**config.mk**
```make
export PLATFORM = sky130hd
export DESIGN_NAME = circular_deque_top_flat
export DESIGN_NICKNAME = d
export VERILOG_FILES = /design/src/design/cdq_pkg.sv /design/src/design/cdq_if.sv /design/src/design/circular_deque_top.sv /design/src/flat_wrapper.sv
export SDC_FILE = /design/constraint.sdc
export NUM_CORES = 1
export LEC_CHECK = 0
export ABC_CLOCK_PERIOD_IN_PS = 5850
export CAP_MARGIN = 20
export CORE_UTILIZATION = 60
export DETAILED_ROUTE_END_ITERATION = 6
export DONT_BUFFER_PORTS = 1
export PLACE_DENSITY = 0.76
export SLEW_MARGIN = 10
export SYNTH_ARGS = -nofsm -noshare
export SYNTH_HDL_FRONTEND = slang
export SYNTH_SLANG_ARGS = --single-unit
```
**constraint.sdc**
```tcl
create_clock -name clk -period 5.85 [get_ports clk]
set_input_delay 0.2925 -clock clk [delete_from_list [all_inputs] [get_ports clk]]
set_output_delay 0.2925 -clock clk [all_outputs]
set_load 0.01 [all_outputs]
```
**src/design/cdq_pkg.sv**
```systemverilog
// Shared types and codes for the circular deque.
package cdq_pkg;

  typedef logic [1:0]         kind_t;
  typedef logic [1:0]         status_t;
  typedef logic signed [31:0] word_t;

  localparam kind_t KIND_PUSH_FRONT = 2'd0;
  localparam kind_t KIND_PUSH_REAR  = 2'd1;
  localparam kind_t KIND_POP_FRONT  = 2'd2;
  localparam kind_t KIND_POP_REAR   = 2'd3;

  localparam status_t ST_DONE  = 2'd0;
  localparam status_t ST_FULL  = 2'd1;
  localparam status_t ST_EMPTY = 2'd2;

endpackage

```
**src/design/cdq_if.sv**
```systemverilog
// Valid/ready channel interfaces for deque requests and results.
interface cdq_in_if;
  logic             valid;
  logic             ready;
  cdq_pkg::kind_t   kind;
  cdq_pkg::word_t   push_value;

  modport source (output valid, output kind, output push_value, input ready);
  modport sink   (input valid, input kind, input push_value, output ready);
endinterface

interface cdq_out_if;
  logic             valid;
  logic             ready;
  cdq_pkg::status_t status;
  cdq_pkg::word_t   pop_value;
  logic             is_full;
  logic             is_empty;

  modport source (output valid, output status, output pop_value, output is_full,
                  output is_empty, input ready);
  modport sink   (input valid, input status, input pop_value, input is_full,
                  input is_empty, output ready);
endinterface

```
**src/design/circular_deque_top.sv**
```systemverilog
// Circular deque: DEPTH-word store in a synchronous RAM with head/tail pointers.
//
// Each transfer on the request channel carries one operation (push front, push
// rear, pop front, pop rear) and yields exactly one result transfer with status,
// popped word and the full/empty flags after the operation. A push, and any
// refused operation, completes at once: the result is loaded into the output
// register at the edge the request is accepted. A successful pop goes through
// the read state first, since the slot RAM read data is registered; the request
// channel is not ready during the read state. A new request is taken while a
// result waits in the output register as long as that result is drained in the
// same cycle. No clearing pass is needed after reset.
module circular_deque_top #(
  parameter int DEPTH = 8
) (
  input  logic          clk,
  input  logic          rst_n,
  cdq_in_if.sink        in_ch,
  cdq_out_if.source     out_ch
);
  import cdq_pkg::*;

  localparam int AW = (DEPTH > 1) ? $clog2(DEPTH) : 1;
  localparam logic [AW-1:0] LAST = AW'(DEPTH - 1);

  localparam logic ST_IDLE = 1'b0;
  localparam logic ST_READ = 1'b1;

  // Slot RAM
  word_t         mem [DEPTH];
  word_t         rd_data_r;
  logic          mem_we;
  logic          mem_re;
  logic [AW-1:0] mem_waddr;
  logic [AW-1:0] mem_raddr;

  logic          state_r, state_nxt;
  logic [AW-1:0] head_r, head_nxt;
  logic [AW-1:0] tail_r, tail_nxt;
  logic          empty_r, empty_nxt;

  logic          out_valid_r, out_valid_nxt;
  status_t       status_r, status_nxt;
  word_t         pop_r, pop_nxt;
  logic          full_out_r, full_out_nxt;
  logic          empty_out_r, empty_out_nxt;

  logic          accept;
  logic          full_now;
  logic [AW-1:0] head_inc, head_dec, tail_inc, tail_dec;

  function automatic logic [AW-1:0] wrap_inc(input logic [AW-1:0] i);
    return (i == LAST) ? '0 : i + 1'b1;
  endfunction

  function automatic logic [AW-1:0] wrap_dec(input logic [AW-1:0] i);
    return (i == '0) ? LAST : i - 1'b1;
  endfunction

  assign head_inc = wrap_inc(head_r);
  assign head_dec = wrap_dec(head_r);
  assign tail_inc = wrap_inc(tail_r);
  assign tail_dec = wrap_dec(tail_r);
  assign full_now = !empty_r && (tail_inc == head_r);

  assign in_ch.ready = (state_r == ST_IDLE) && (!out_valid_r || out_ch.ready);
  assign accept      = in_ch.valid && in_ch.ready;

  always_comb begin
    state_nxt     = state_r;
    head_nxt      = head_r;
    tail_nxt      = tail_r;
    empty_nxt     = empty_r;
    out_valid_nxt = out_valid_r;
    status_nxt    = status_r;
    pop_nxt       = pop_r;
    full_out_nxt  = full_out_r;
    empty_out_nxt = empty_out_r;
    mem_we        = 1'b0;
    mem_re        = 1'b0;
    mem_waddr     = head_r;
    mem_raddr     = head_r;

    // drop the result once transferred
    if (out_valid_r && out_ch.ready) begin
      out_valid_nxt = 1'b0;
    end

    if (state_r == ST_READ) begin
      // read data is back: complete the pop
      out_valid_nxt = 1'b1;
      pop_nxt       = rd_data_r;
      state_nxt     = ST_IDLE;
    end else if (accept) begin
      status_nxt = ST_DONE;
      pop_nxt    = '0;
      if (in_ch.kind == KIND_PUSH_FRONT || in_ch.kind == KIND_PUSH_REAR) begin
        if (full_now) begin
          status_nxt = ST_FULL;
        end else if (empty_r) begin
          head_nxt  = '0;
          tail_nxt  = '0;
          empty_nxt = 1'b0;
          mem_we    = 1'b1;
          mem_waddr = '0;
        end else if (in_ch.kind == KIND_PUSH_FRONT) begin
          head_nxt  = head_dec;
          mem_we    = 1'b1;
          mem_waddr = head_dec;
        end else begin
          tail_nxt  = tail_inc;
          mem_we    = 1'b1;
          mem_waddr = tail_inc;
        end
        out_valid_nxt = 1'b1;
      end else begin
        if (empty_r) begin
          status_nxt    = ST_EMPTY;
          out_valid_nxt = 1'b1;
        end else begin
          mem_re    = 1'b1;
          mem_raddr = (in_ch.kind == KIND_POP_FRONT) ? head_r : tail_r;
          state_nxt = ST_READ;
          if (head_r == tail_r) begin
            head_nxt  = '0;
            tail_nxt  = '0;
            empty_nxt = 1'b1;
          end else if (in_ch.kind == KIND_POP_FRONT) begin
            head_nxt = head_inc;
          end else begin
            tail_nxt = tail_dec;
          end
        end
      end
      full_out_nxt  = !empty_nxt && (wrap_inc(tail_nxt) == head_nxt);
      empty_out_nxt = empty_nxt;
    end
  end

  always_ff @(posedge clk) begin
    if (mem_we) begin
      mem[mem_waddr] <= in_ch.push_value;
    end
    if (mem_re) begin
      rd_data_r <= mem[mem_raddr];
    end
  end

  always_ff @(posedge clk) begin
    if (!rst_n) begin
      state_r     <= ST_IDLE;
      head_r      <= '0;
      tail_r      <= '0;
      empty_r     <= 1'b1;
      out_valid_r <= 1'b0;
    end else begin
      state_r     <= state_nxt;
      head_r      <= head_nxt;
      tail_r      <= tail_nxt;
      empty_r     <= empty_nxt;
      out_valid_r <= out_valid_nxt;
    end
  end

  always_ff @(posedge clk) begin
    status_r    <= status_nxt;
    pop_r       <= pop_nxt;
    full_out_r  <= full_out_nxt;
    empty_out_r <= empty_out_nxt;
  end

  assign out_ch.valid     = out_valid_r;
  assign out_ch.status    = status_r;
  assign out_ch.pop_value = pop_r;
  assign out_ch.is_full   = full_out_r;
  assign out_ch.is_empty  = empty_out_r;

`ifndef NO_ASSERTIONS
  a_read_one_cycle: assert property (@(posedge clk) disable iff (!rst_n)
    state_r == ST_READ |=> state_r == ST_IDLE && out_valid_r)
    else $error("pop read did not complete in one cycle");

  a_empty_resets_ptrs: assert property (@(posedge clk) disable iff (!rst_n)
    empty_r |-> head_r == '0 && tail_r == '0)
    else $error("empty deque with nonzero pointers");

  a_refusal_zero: assert property (@(posedge clk) disable iff (!rst_n)
    out_valid_r && status_r != ST_DONE |-> pop_r == '0)
    else $error("refused operation returned data");

  a_flags_exclusive: assert property (@(posedge clk) disable iff (!rst_n)
    out_valid_r |-> !(full_out_r && empty_out_r))
    else $error("result reports full and empty together");

  a_no_accept_in_read: assert property (@(posedge clk) disable iff (!rst_n)
    state_r == ST_READ |-> !in_ch.ready)
    else $error("request taken during pop read");
`endif

endmodule
```
**src/flat_wrapper.sv**
```systemverilog
// flat-port wrapper written by rule: the top's interface ports become plain ports
module circular_deque_top_flat import cdq_pkg::*;
#(
  parameter int DEPTH = 8
)
  (clk, rst_n, in_ch_valid, in_ch_kind, in_ch_push_value, in_ch_ready, out_ch_valid, out_ch_status, out_ch_pop_value, out_ch_is_full, out_ch_is_empty, out_ch_ready);
  cdq_in_if in_ch_i ();
  cdq_out_if out_ch_i ();
  input  logic clk;
  input  logic rst_n;
  input wire logic [$bits(in_ch_i.valid)-1:0] in_ch_valid;
  input wire logic [$bits(in_ch_i.kind)-1:0] in_ch_kind;
  input wire logic [$bits(in_ch_i.push_value)-1:0] in_ch_push_value;
  output wire logic [$bits(in_ch_i.ready)-1:0] in_ch_ready;
  output wire logic [$bits(out_ch_i.valid)-1:0] out_ch_valid;
  output wire logic [$bits(out_ch_i.status)-1:0] out_ch_status;
  output wire logic [$bits(out_ch_i.pop_value)-1:0] out_ch_pop_value;
  output wire logic [$bits(out_ch_i.is_full)-1:0] out_ch_is_full;
  output wire logic [$bits(out_ch_i.is_empty)-1:0] out_ch_is_empty;
  input wire logic [$bits(out_ch_i.ready)-1:0] out_ch_ready;
  assign in_ch_i.valid = in_ch_valid;
  assign in_ch_i.kind = in_ch_kind;
  assign in_ch_i.push_value = in_ch_push_value;
  assign in_ch_ready = in_ch_i.ready;
  assign out_ch_valid = out_ch_i.valid;
  assign out_ch_status = out_ch_i.status;
  assign out_ch_pop_value = out_ch_i.pop_value;
  assign out_ch_is_full = out_ch_i.is_full;
  assign out_ch_is_empty = out_ch_i.is_empty;
  assign out_ch_i.ready = out_ch_ready;
  circular_deque_top #(.DEPTH(DEPTH)) u_core (.clk(clk), .rst_n(rst_n), .in_ch(in_ch_i), .out_ch(out_ch_i));
endmodule
```
==> results of run 1 <==
## state kept, by name, summed over array words and instances, names as in the netlist
signal / cells
u_core.out_ch.is_empty: 1
u_core.out_ch.valid: 1
u_core.state_r: 1
u_core.empty_r: 1
u_core.out_ch.status: 2
u_core.out_ch.pop_value: 32
u_core.tail_r: 3
u_core.rd_data_r: 32
u_core.head_r: 3
u_core.out_ch.is_full: 1
u_core.mem: 256
## layout make-up
| cell class | count | area, sq um | share of cell area (%) |
|---|---|---|---|
| sequential | 333 | 9910 | 64.6 |
| timing repair buffer | 53 | 483 | 3.15 |
| multi-input combinational | 464 | 3450 | 22.5 |
| tap | 280 | 350 | 2.28 |
| inverter | 14 | 52.6 | 0.343 |
| clock buffer | 41 | 920 | 5.99 |
| clock inverter | 23 | 176 | 1.15 |
## cells by family after synthesis
logic type | count (synthesis) | share of synthesized area [%]
compound gates | 187 | 10.5
mux | 6 | 0.457
buf+inv | 83 | 3.05
xor+xnor | 6 | 0.768
fa+ha+maj | 10 | 0.914
simple gates | 255 | 12.0
flops | 333 | 72.4
## cells in the final DEF (no fill, tap or decap), types with 3 or more instances in the layout
master         Yosys  layout
nor3_2             0       4
and2_1            32      32
clkbuf_16          0      36
inv_1             12      12
nor4_1            22      22
dfxtp_1            9       9
ha_1              10      10
mux2i_1            4       3
nand2_1           11      10
o211ai_1           4       4
or2_2              3       3
nor2_1            15      15
nand2b_1           4       4
o21ai_0            8       8
and3_1           131     131
a21oi_1           12      12
o21a_1             3       3
edfxtp_1         324     324
clkbuf_1          32       5
a211oi_1         129     129
nor4_2            11      11
clkinv_1           0      11
buf_4              9      19
dlygate4sd3_1      0      34
clkinv_2           0       5
## power groups by stage
stage          clock network, mW  registers (mW)  logic [mW]
4_1_cts                     2.13            2.71       0.270
5_1_grt                     2.22            2.71       0.298
3_3_place_gp                   0            2.76       0.220
6_report                    2.11            2.71       0.272
3_5_place_dp                   0            2.76       0.230
2_1_floorplan                  0            2.75       0.189
## worst max path at each step
stage / start / end / slack, ns / depth (start not counted)
floorplan: u_core.tail_r[0]$_SDFFE_PN0P_ / u_core.mem[7][0]$_DFFE_PP_ / 1.07 / 8
global placement: u_core.head_r[1]$_SDFFE_PN0P_ / u_core.mem[2][17]$_DFFE_PP_ / 2.38 / 9
detailed placement: u_core.head_r[1]$_SDFFE_PN0P_ / u_core.mem[2][16]$_DFFE_PP_ / 2.34 / 9
CTS: u_core.head_r[1]$_SDFFE_PN0P_ / u_core.mem[2][23]$_DFFE_PP_ / 2.32 / 9
global route: u_core.out_ch.valid$_SDFF_PN0_ / u_core.rd_data_r[14]$_DFFE_PP_ / 2.12 / 8
finish: u_core.tail_r[0]$_SDFFE_PN0P_ / u_core.mem[4][26]$_DFFE_PP_ / 2.30 / 8
## metal layers
metal  wire length (um)  global-route usage [%]  vias up
li1                   -                       -     3575
met5                  0                       0        -
met4                855                    10.9        0
met1              11900                    34.2     4023
met3               2160                    4.39       80
met2              14400                    41.4      374
## through the flow
step	area (sq um)	util (%)	hold WS [ns]	total power, mW	setup slack [ns]
2_1_floorplan	13700	-	0.381	2.94	1.07
3_3_place_gp	13900	62.9	0.387	2.98	2.38
4_1_cts	15300	69.4	0.00237	5.11	2.32
6_report	15300	69.4	0.0121	5.09	2.30
3_5_place_dp	13900	62.9	0.392	2.99	2.34
5_1_grt	15300	69.4	0.0369	5.23	2.12
## worst reg2reg max path, cell delays in order (launching register included)
cell and delay [ns]:
dfxtp_1 0.62, inv_1 0.19, ha_1 0.45, xnor2_4 0.26
nand4_4 0.19, o21ai_0 0.37, a32o_1 0.38, and3_1 0.21
buf_4 0.48
==> results.md, run 1 <==
- Status: finished, final reports clean
- Top-level I/O count: 76
- R2R depth: 8
- Power per cell area: 332 nW/um^2
- Most common cell in the synthesized netlist: edfxtp_1
- Area growth, synth to finish: 12.1%
- #FFs+latches synth: 333
- Largest net degree at the start of global routing: 129
- Post-CTS resize count: 0
- Endpoints failing setup: 0
- Critical path class: reg2reg
- Post-synthesis instance total: 880
- Fin cells: 1208
- Max_cap viols: 0
- Number of global-route vias before repair: between 8000 and 9000
- Hold Path End: u_core.state_r$_SDFF_PN0_
- Antenna Violating Nets Remaining: 0
- Routed WL per cell: roughly 24 um
- Drt via density: between 6 and 7
- Hold crit path type: in2reg
- Critical Path AT: 3.69 ns
- Critical-path cell list: inv_1, ha_1, xnor2_4, nand4_4, o21ai_0, a32o_1, and3_1, buf_4
- YS warnings: 0
- Crit start category: flip-flop
- Hold buffers post-CTS: 34
- Initial Utilization: 62.0%
- Hold_sp: in_ch_valid
- Ranking of synthesized cells by area: edfxtp_1, a211oi_1, and3_1
- Seq/Total Area, Yosys: ~72%
- RSZ-0062 raised after global routing: no
- Routability cong.: 0.934
- Yosys cell types: 68
- CTS Buf Count: 35
- Critical path's top delay family: compound AO/OA/AOI/OAI gates
- # DRC: 0
- IO buf count: 0
- Avg Cell Area, Syn: 15.6 sq um
- EDFF count, synth: ~320
- Fillers: 1406
- Clock tree sinks: 333
- Post-Syn Area: roughly 14000 sq um
- RR Startpoint: u_core.tail_r[0]$_SDFFE_PN0P_
- Synth area leader: edfxtp_1
- Core area: 22100 sq um
- CTS tree: done
- IR drop worst, VDD: about 0.23 mV
- Part of the power in registers: 53.2%
- Main flop type after synthesis: edfxtp_1
- First-pass GRT wire length: ~45000 um
- Antenna violations before repair: 0
- Slowest-stage cell, CP: dfxtp_1
- Peak fanout along the critical path: 32
- Synth top area share: 71.1%
- Slew Limit Headroom: between 20% and 30%
- # nets final: 949
- Total grt overflow: 0
- Setup bufs post-CTS: 0
- R2r setup slk: ~2.3 ns
- Global Route Usage Sum: approximately a quarter
- Crit path capture type: flip-flop
- Leakage: roughly 5.1 nW
- Tcrit/Tclk final: 60.7%
- Net switching power: 1.10 mW
- Final Critical Period: 3.55 ns
- Int Power: 3.99 mW
- Slew Viols, Final: 0
- Chip width: 153 um
- Sw Ratio: 21.7%
- Worst-Skew Late Latency: about 0.52 ns
- Skew final: 0.0158 ns
- DRT iter0 DRCs: 709
- Fin. Hold Viols: 0
- Combinational Power Share: 5.3%
- Least-Margin Pin Slew: around 1.1 ns
- Die Y: 153 um
- CTS H-tree lvls: 2
- Setup tns final: 0 ns
- CTS Buffer Depth: 3
- Syn_nets: 928
- Die footprint: 23400 sq um
- Crit path required time: 5.99 ns
- Vias: 8052
- DP Wirelength: about 15000 um
- Clk pin slew, worst setup/hold paths: 0.06 ns
- Synth top cells by count: edfxtp_1, and3_1, a211oi_1
- Layout cells sized above 1: 12.4%
- FFs w/ async S/R, synth: 0%
- Fmax achieved: between 200 and 300 MHz
- Clock group share of total power: 41.5%
- Row count: 54
- Root buffer cell: clkbuf_16
- Buffer and inverter count on the worst path: 2
- R2r endpoint: u_core.mem[4][26]$_DFFE_PP_
- # diodes: 0
- Placed Cells: between 1000 and 1500
- TritonRoute pass-1 iters: 5
- Hold depth: 2
- CP peak stage delay: around 0.62 ns
- DRT Wirelength: 29300 um
(Power assumes the default switching activity.)
==> run 2, diff against run 1 <==
ABC_CLOCK_PERIOD_IN_PS = 3000   (was 5850)
CORE_UTILIZATION = 57   (was 60)
PLACE_DENSITY = 0.75   (was 0.76)
clock period = 3 ns   (was 5.85 ns; I/O delays follow)
==> results.md, run 2 (synthesis results as in run 1) <==
- Critical Path AT: 3.14 ns (-0.55 ns)
- Clock group share of total power: 41.5% (about the same)
- Power per cell area: 631 nW/um^2 (+90%)
- Commonest non-fill, non-tap cells in the layout: edfxtp_1, and3_1, a211oi_1
- Crit start category: flip-flop
- Skew final: 0.0162 ns (+0.000439 ns)
- Worst setup startpoint: u_core.tail_r[1]$_SDFFE_PN0P_
- Initial Utilization: 58.2% (-3.8 points)
- Part of the power in registers: 52.3% (-0.9 points)
- Int Power: 7.89 mW (+98%)
- RR Startpoint: u_core.tail_r[1]$_SDFFE_PN0P_
- Final core occ: 67.9% (-1.6 points)
- Die footprint: 24600 sq um (+5.2%)
- Peak fanout along the critical path: 8 (-75%)
- Drt via density: 6.22 (-6.7%)
- DP Wirelength: 17000 um (+10%)
- Total grt overflow: 0 (unchanged)
- Crit path depth: 10 (+2)
- Net switching power: 2.19 mW (+98%)
- Fin cells: 1283 (+6.2%)
- CTS Buf Count: 35 (unchanged)
- Sw Ratio: 21.7% (+0.040 points)
- Core area: 23500 sq um (+6.6%)
- Top-level I/O count: 76 (unchanged)
- Hold crit path type: in2reg
- CTS Buffer Depth: 3 (unchanged)
- Total power draw: 10.1 mW (+98%)
- Biggest register: u_core.mem
- Critical-path cell list: ha_2, ha_4, or3_1, nand4_4, a21oi_1, a2bb2oi_2, ha_1, ha_1, o211a_1, o311a_1
- Row count: 56 (+3.7%)
- Max reg flops: 256 (unchanged)
- Setup tns final: 0 ns (unchanged)
- Max_cap viols: 0 (unchanged)
- R2r endpoint: u_core.out_ch.is_full$_DFFE_PP_
- Post-route cell area: 16000 sq um (+4.1%)
- Endpoints failing setup: 0 (unchanged)
- Chip width: 157 um (+2.6%)
- Vias: 7975 (-0.96%)
- Dpl ws: 0.0626 ns (-2.27 ns)
- Worst Setup EP: u_core.out_ch.is_full$_DFFE_PP_
- Global Route Usage Sum: 24.9% (-0.52 points)
- Fillers: 1609 (+14%)
- Critical path class: reg2reg
- Routability cong.: 0.850 (-9.1%)
- Final Critical Period: 2.88 ns (-0.676 ns)
- Combinational Power Share: 6.3% (+1.0 points)
- RSZ-0062 raised after global routing: no
- Antenna Violating Nets Remaining: 0 (unchanged)
- R2R depth: 10 (+2)
- Worst-Skew Late Latency: 0.53 ns (about the same)
- Slowest-stage cell, CP: or3_1
- Leakage: 5.38 nW (+5.1%)
- Most common cell after layout, fill and taps aside: edfxtp_1
- # nets final: 985 (+3.8%)
- Area growth, synth to finish: 16.7%
- DRT iter0 DRCs: 637 (-10%)
- Slew Limit Headroom: 38.7% (+13 points)
- R2r setup slk: 0.12 ns (-2.17 ns)
- Hold Slack: 0.0163 ns (+0.00417 ns)
- Crit path capture type: flip-flop
- Slew Viols, Final: 0 (unchanged)
- CTS H-tree lvls: 2 (unchanged)
- Crit path top cell by count: ha_1
- Largest net degree at the start of global routing: 70 (-46%)
- DRT Wirelength: 29700 um (+1.3%)
- Clock tree sinks: 333 (unchanged)
- Crit path required time: 3.27 ns (-2.72 ns)
- Status: finished, final reports clean
- Setup bufs post-CTS: 0 (unchanged)
- CTS tree: done
- Tcrit/Tclk final: 95.9% (+35 points)
- Clk pin slew, worst setup/hold paths: 0.06 ns (about the same)
- Routed WL per cell: 23.1 um (-4.7%)
- Number of global-route vias before repair: 7962 (-2.1%)
- Fmax achieved: 348 MHz (+23%)
- Final WS setup: 0.124 ns (-2.17 ns)
- First-pass GRT wire length: 45600 um (+0.62%)
- Antenna violations before repair: 3 (+3)
- Layout cells sized above 1: 16.7% (+4.3 points)
- Buffer and inverter count on the worst path: 0 (-2)
- TritonRoute pass-1 iters: 5 (unchanged)
- IO buf count: 0 (unchanged)
- Fin. Hold Viols: 0 (unchanged)
- Least-Margin Pin Slew: 0.917 ns (-0.202 ns)
- Die Y: 157 um (+2.6%)
- Post-Place Cell Area: 14500 sq um (+3.9%)
- IR drop worst, VDD: 0.483 mV (+110%)
- Placed Cells: 1179 (+6.2%)
- # DRC: 0 (unchanged)
- Root buffer cell: clkbuf_16
- Critical path's top delay family: compound AO/OA/AOI/OAI gates
- CP peak stage delay: 0.39 ns (-0.23 ns)
- Hold depth: 3 (+1)
run 2: cell types whose count changed in the layout (fill, tap and decap cells not counted), sizes merged:
cell / before / now
buf: 19 / 49
clkinv: 18 / 14
diode: 0 / 2
clkbuf: 41 / 43
dlygate4sd3: 34 / 40
run 2: tightest hold or removal path, stage by stage:
cell	delay, ns
nor3b_1	0.04
o31ai_1	0.22
a21oi_1	0.07
run 2: cell type report:
type | count | area (sq um) | area share [%]
Antenna cell | 2 | 5.00 | 0.0313
Clock buffer | 43 | 948 | 5.94
Clock inverter | 19 | 163 | 1.02
Inverter | 14 | 55.1 | 0.345
Multi-Input combinational cell | 464 | 3530 | 22.1
Sequential cell | 333 | 9920 | 62.1
Tap cell | 319 | 399 | 2.50
Timing Repair Buffer | 89 | 956 | 5.98
run 2: timing repair:
item / in CTS / in global routing
hold buffers: 40 / 0
hold endpoints to repair: 268 / 0
resized for setup: 0 / 4
setup endpoints to repair: 0 / 13
run 2: metal layers:
metal	GRT usage (%)	vias up	routed length [um]
met5	0	-	13
met4	8.64	2	648
met3	4.35	49	2010
met2	40.4	318	14500
met1	34.2	3950	12500
li1	-	3656	-
run 2: worst min-delay path by stage:
stage                         start                       endpoint  slack, ns
6_report              in_ch_kind[0]  u_core.head_r[1]$_SDFFE_PN0P_       0.02
2_1_floorplan                 rst_n    u_core.empty_r$_SDFFE_PN1P_       0.24
3_3_place_gp                  rst_n    u_core.empty_r$_SDFFE_PN1P_       0.24
3_5_place_dp   in_ch_push_value[23]    u_core.mem[0][23]$_DFFE_PP_       0.25
5_1_grt               in_ch_kind[1]  u_core.tail_r[1]$_SDFFE_PN0P_       0.05
4_1_cts               in_ch_kind[0]  u_core.head_r[1]$_SDFFE_PN0P_      0.002
run 2: power groups by stage:
stage               sequential, mW  clock, mW  combinational, mW
floorplan                     5.36          0              0.384
global placement              5.37          0              0.530
detailed placement            5.37          0              0.539
CTS                           5.27       4.22              0.629
global route                  5.28       4.40              0.684
finish                        5.27       4.18              0.631
==> run 3, diff against run 2 <==
CORE_UTILIZATION = 58   (was 57)
CTS_BUF_LIST = sky130_fd_sc_hd__clkbuf_4 sky130_fd_sc_hd__clkbuf_8   (was not set)
PLACE_DENSITY = 0.76   (was 0.75)
==> results.md, run 3 (synthesis results as in run 1) <==
- RSZ-0062 raised after global routing: no
- Crit path top cell by count: ha_1
- CTS tree: done
- Clock tree sinks: 333 (unchanged)
- Fillers: 1524 (-5.3%)
- Clk pin slew, worst setup/hold paths: 0.06 ns (about the same)
- DRT iter0 DRCs: 645 (+1.3%)
- Die footprint: 24200 sq um (-1.7%)
- # DRC: 0 (unchanged)
- Least-Margin Pin Slew: 1.08 ns (+0.165 ns)
- Critical path class: reg2reg
- Largest net degree at the start of global routing: 67 (-4.3%)
- Layout cells sized above 1: 18.8% (+2.1 points)
- Initial Utilization: 59.7% (+1.6 points)
- FF/Latch Area: 9920 sq um (unchanged)
- Hold Slack: 0.0538 ns (+0.0375 ns)
- DP Wirelength: 17100 um (+0.81%)
- First-pass GRT wire length: 46000 um (+0.91%)
- Slew Limit Headroom: 27.9% (-11 points)
- Crit start category: flip-flop
- Final Critical Period: 2.91 ns (+0.0362 ns)
- Biggest register: u_core.mem
- Die Y: 156 um (-0.86%)
- Setup tns final: 0 ns (unchanged)
- Skew final: 0.0137 ns (-0.00254 ns)
- Fin. Hold Viols: 0 (unchanged)
- Antenna violations before repair: 2 (-1)
- CTS Buffer Depth: 3 (unchanged)
- # nets final: 998 (+1.3%)
- Commonest non-fill, non-tap cells in the layout: edfxtp_1, and3_1, a211oi_1
- Max_cap viols: 0 (unchanged)
- Final core occ: 69.0% (+1.1 points)
- RR Startpoint: u_core.tail_r[1]$_SDFFE_PN0P_
- Worst-Skew Late Latency: 0.57 ns (+0.04 ns)
- Hold crit path type: in2reg
- DRT Wirelength: 29500 um (-0.56%)
- Global Route Usage Sum: 25.3% (+0.33 points)
- Routed WL per cell: 22.7 um (-1.9%)
- CP peak stage delay: 0.39 ns (about the same)
- Max reg flops: 256 (unchanged)
- Critical Path AT: 3.24 ns (+0.10 ns)
- TritonRoute pass-1 iters: 5 (unchanged)
- Hold_sp: out_ch_ready
- Root buffer cell: clkbuf_8
- Core area: 22900 sq um (-2.7%)
- Leakage: 5.33 nW (-0.94%)
- Chip width: 156 um (-0.86%)
- Drt via density: 6.25 (+0.59%)
- Routability cong.: 0.938 (+10%)
- Crit path capture type: flip-flop
- Power per cell area: 597 nW/um^2 (-5.4%)
- Total grt overflow: 0 (unchanged)
- Top-level I/O count: 76 (unchanged)
- CTS H-tree lvls: 2 (unchanged)
- Tcrit/Tclk final: 97.1% (+1.2 points)
- Critical path's top delay family: compound AO/OA/AOI/OAI gates
- Peak fanout along the critical path: 8 (unchanged)
- Area growth, synth to finish: 15.4%
- Slowest-stage cell, CP: or3_1
- Status: finished, final reports clean
- Dpl ws: 0.0714 ns (+0.00883 ns)
- Critical-path cell list: ha_2, ha_4, or3_1, nand4_4, a21oi_1, a2bb2oi_2, ha_1, ha_1, o211a_1, o311a_1
- CTS Buf Count: 51 (+46%)
- Setup bufs post-CTS: 0 (unchanged)
- Vias: 8135 (+2.0%)
- Multi-input gate area: 3530 sq um (about the same)
- Row count: 55 (-1.8%)
- Fmax achieved: 343 MHz (-1.2%)
- Number of global-route vias before repair: 8285 (+4.1%)
- Final WS setup: 0.0875 ns (-0.0362 ns)
- IR drop worst, VDD: 0.370 mV (-23%)
- Worst setup startpoint: u_core.tail_r[1]$_SDFFE_PN0P_
- Slew Viols, Final: 0 (unchanged)
- Endpoints failing setup: 0 (unchanged)
- IO buf count: 0 (unchanged)
- Crit path required time: 3.32 ns (+0.05 ns)
- Antenna Violating Nets Remaining: 0 (unchanged)
- Buffer and inverter count on the worst path: 0 (unchanged)
- Most common cell after layout, fill and taps aside: edfxtp_1
==> run 3: cell count changes in the layout (fill, tap and decap cells not counted), sizes merged <==
cell and delta:
clkinvlp -1, clkbuf +23, bufinv -1, buf -3, diode -1, clkinv +7
==> run 3: worst register-to-register path: stages, from the launching register on <==
cell,delay (ns)
dfxtp_4,0.38
ha_2,0.20
ha_4,0.18
or3_1,0.39
nand4_4,0.19
a21oi_1,0.12
a2bb2oi_2,0.20
ha_1,0.21
ha_1,0.24
o211a_1,0.24
o311a_1,0.34
==> run 3: report_power, final <==
part | total (mW) | internal [mW] | switching (mW) | leakage [nW]
Clock | 3.55 | 1.88 | 1.67 | 0.516
Combinational | 0.620 | 0.234 | 0.386 | 1.78
Sequential | 5.27 | 5.22 | 0.0511 | 3.03
==> run 3: through the flow <==
| stage | total power [mW] | area, sq um | instances |
|---|---|---|---|
| floorplan | 5.74 | 13800 | 880 |
| global placement | 5.88 | 14400 | 1169 |
| detailed placement | 5.90 | 14400 | 1170 |
| CTS | 9.52 | 15800 | 1300 |
| global route | 9.76 | 15800 | 1301 |
| finish | 9.43 | 15800 | 1301 |
==> run 3: layout make-up <==
cell class	count	share of cell area [%]
timing repair buffer	86	5.97
multi-input combinational	464	22.3
clock inverter	24	0.910
inverter	14	0.348
clock buffer	66	5.19
tap	313	2.48
sequential	333	62.7
antenna	1	0.0158
==> run 3: timing repair <==
| item | CTS | global route |
|---|---|---|
| setup endpoints to repair | 0 | 12 |
| hold endpoints to repair | 268 | 0 |
| gates resized for setup | 0 | 3 |
| hold buffers | 40 | 0 |
==> run 3: worst paths after layout <==
| check | cells past startpoint | slack [ns] | to |
|---|---|---|---|
| worst max register to register | 10 | 0.09 | u_core.out_ch.is_full$_DFFE_PP_ |
| worst max-delay path | 10 | 0.09 | u_core.out_ch.is_full$_DFFE_PP_ |
| worst min-delay path | 4 | 0.05 | u_core.tail_r[1]$_SDFFE_PN0P_ |
| worst min register to register | 1 | 0.52 | u_core.out_ch.pop_value[31]$_SDFFCE_PN0P_ |
==> run 3: routing by layer <==
metal	share of wire (%)	global-route usage [%]	up-vias
li1	-	-	3682
met1	42	34.6	4029
met2	48	39.8	361
met3	6.8	5.11	63
met4	2.7	10.5	0
met5	0	0	-
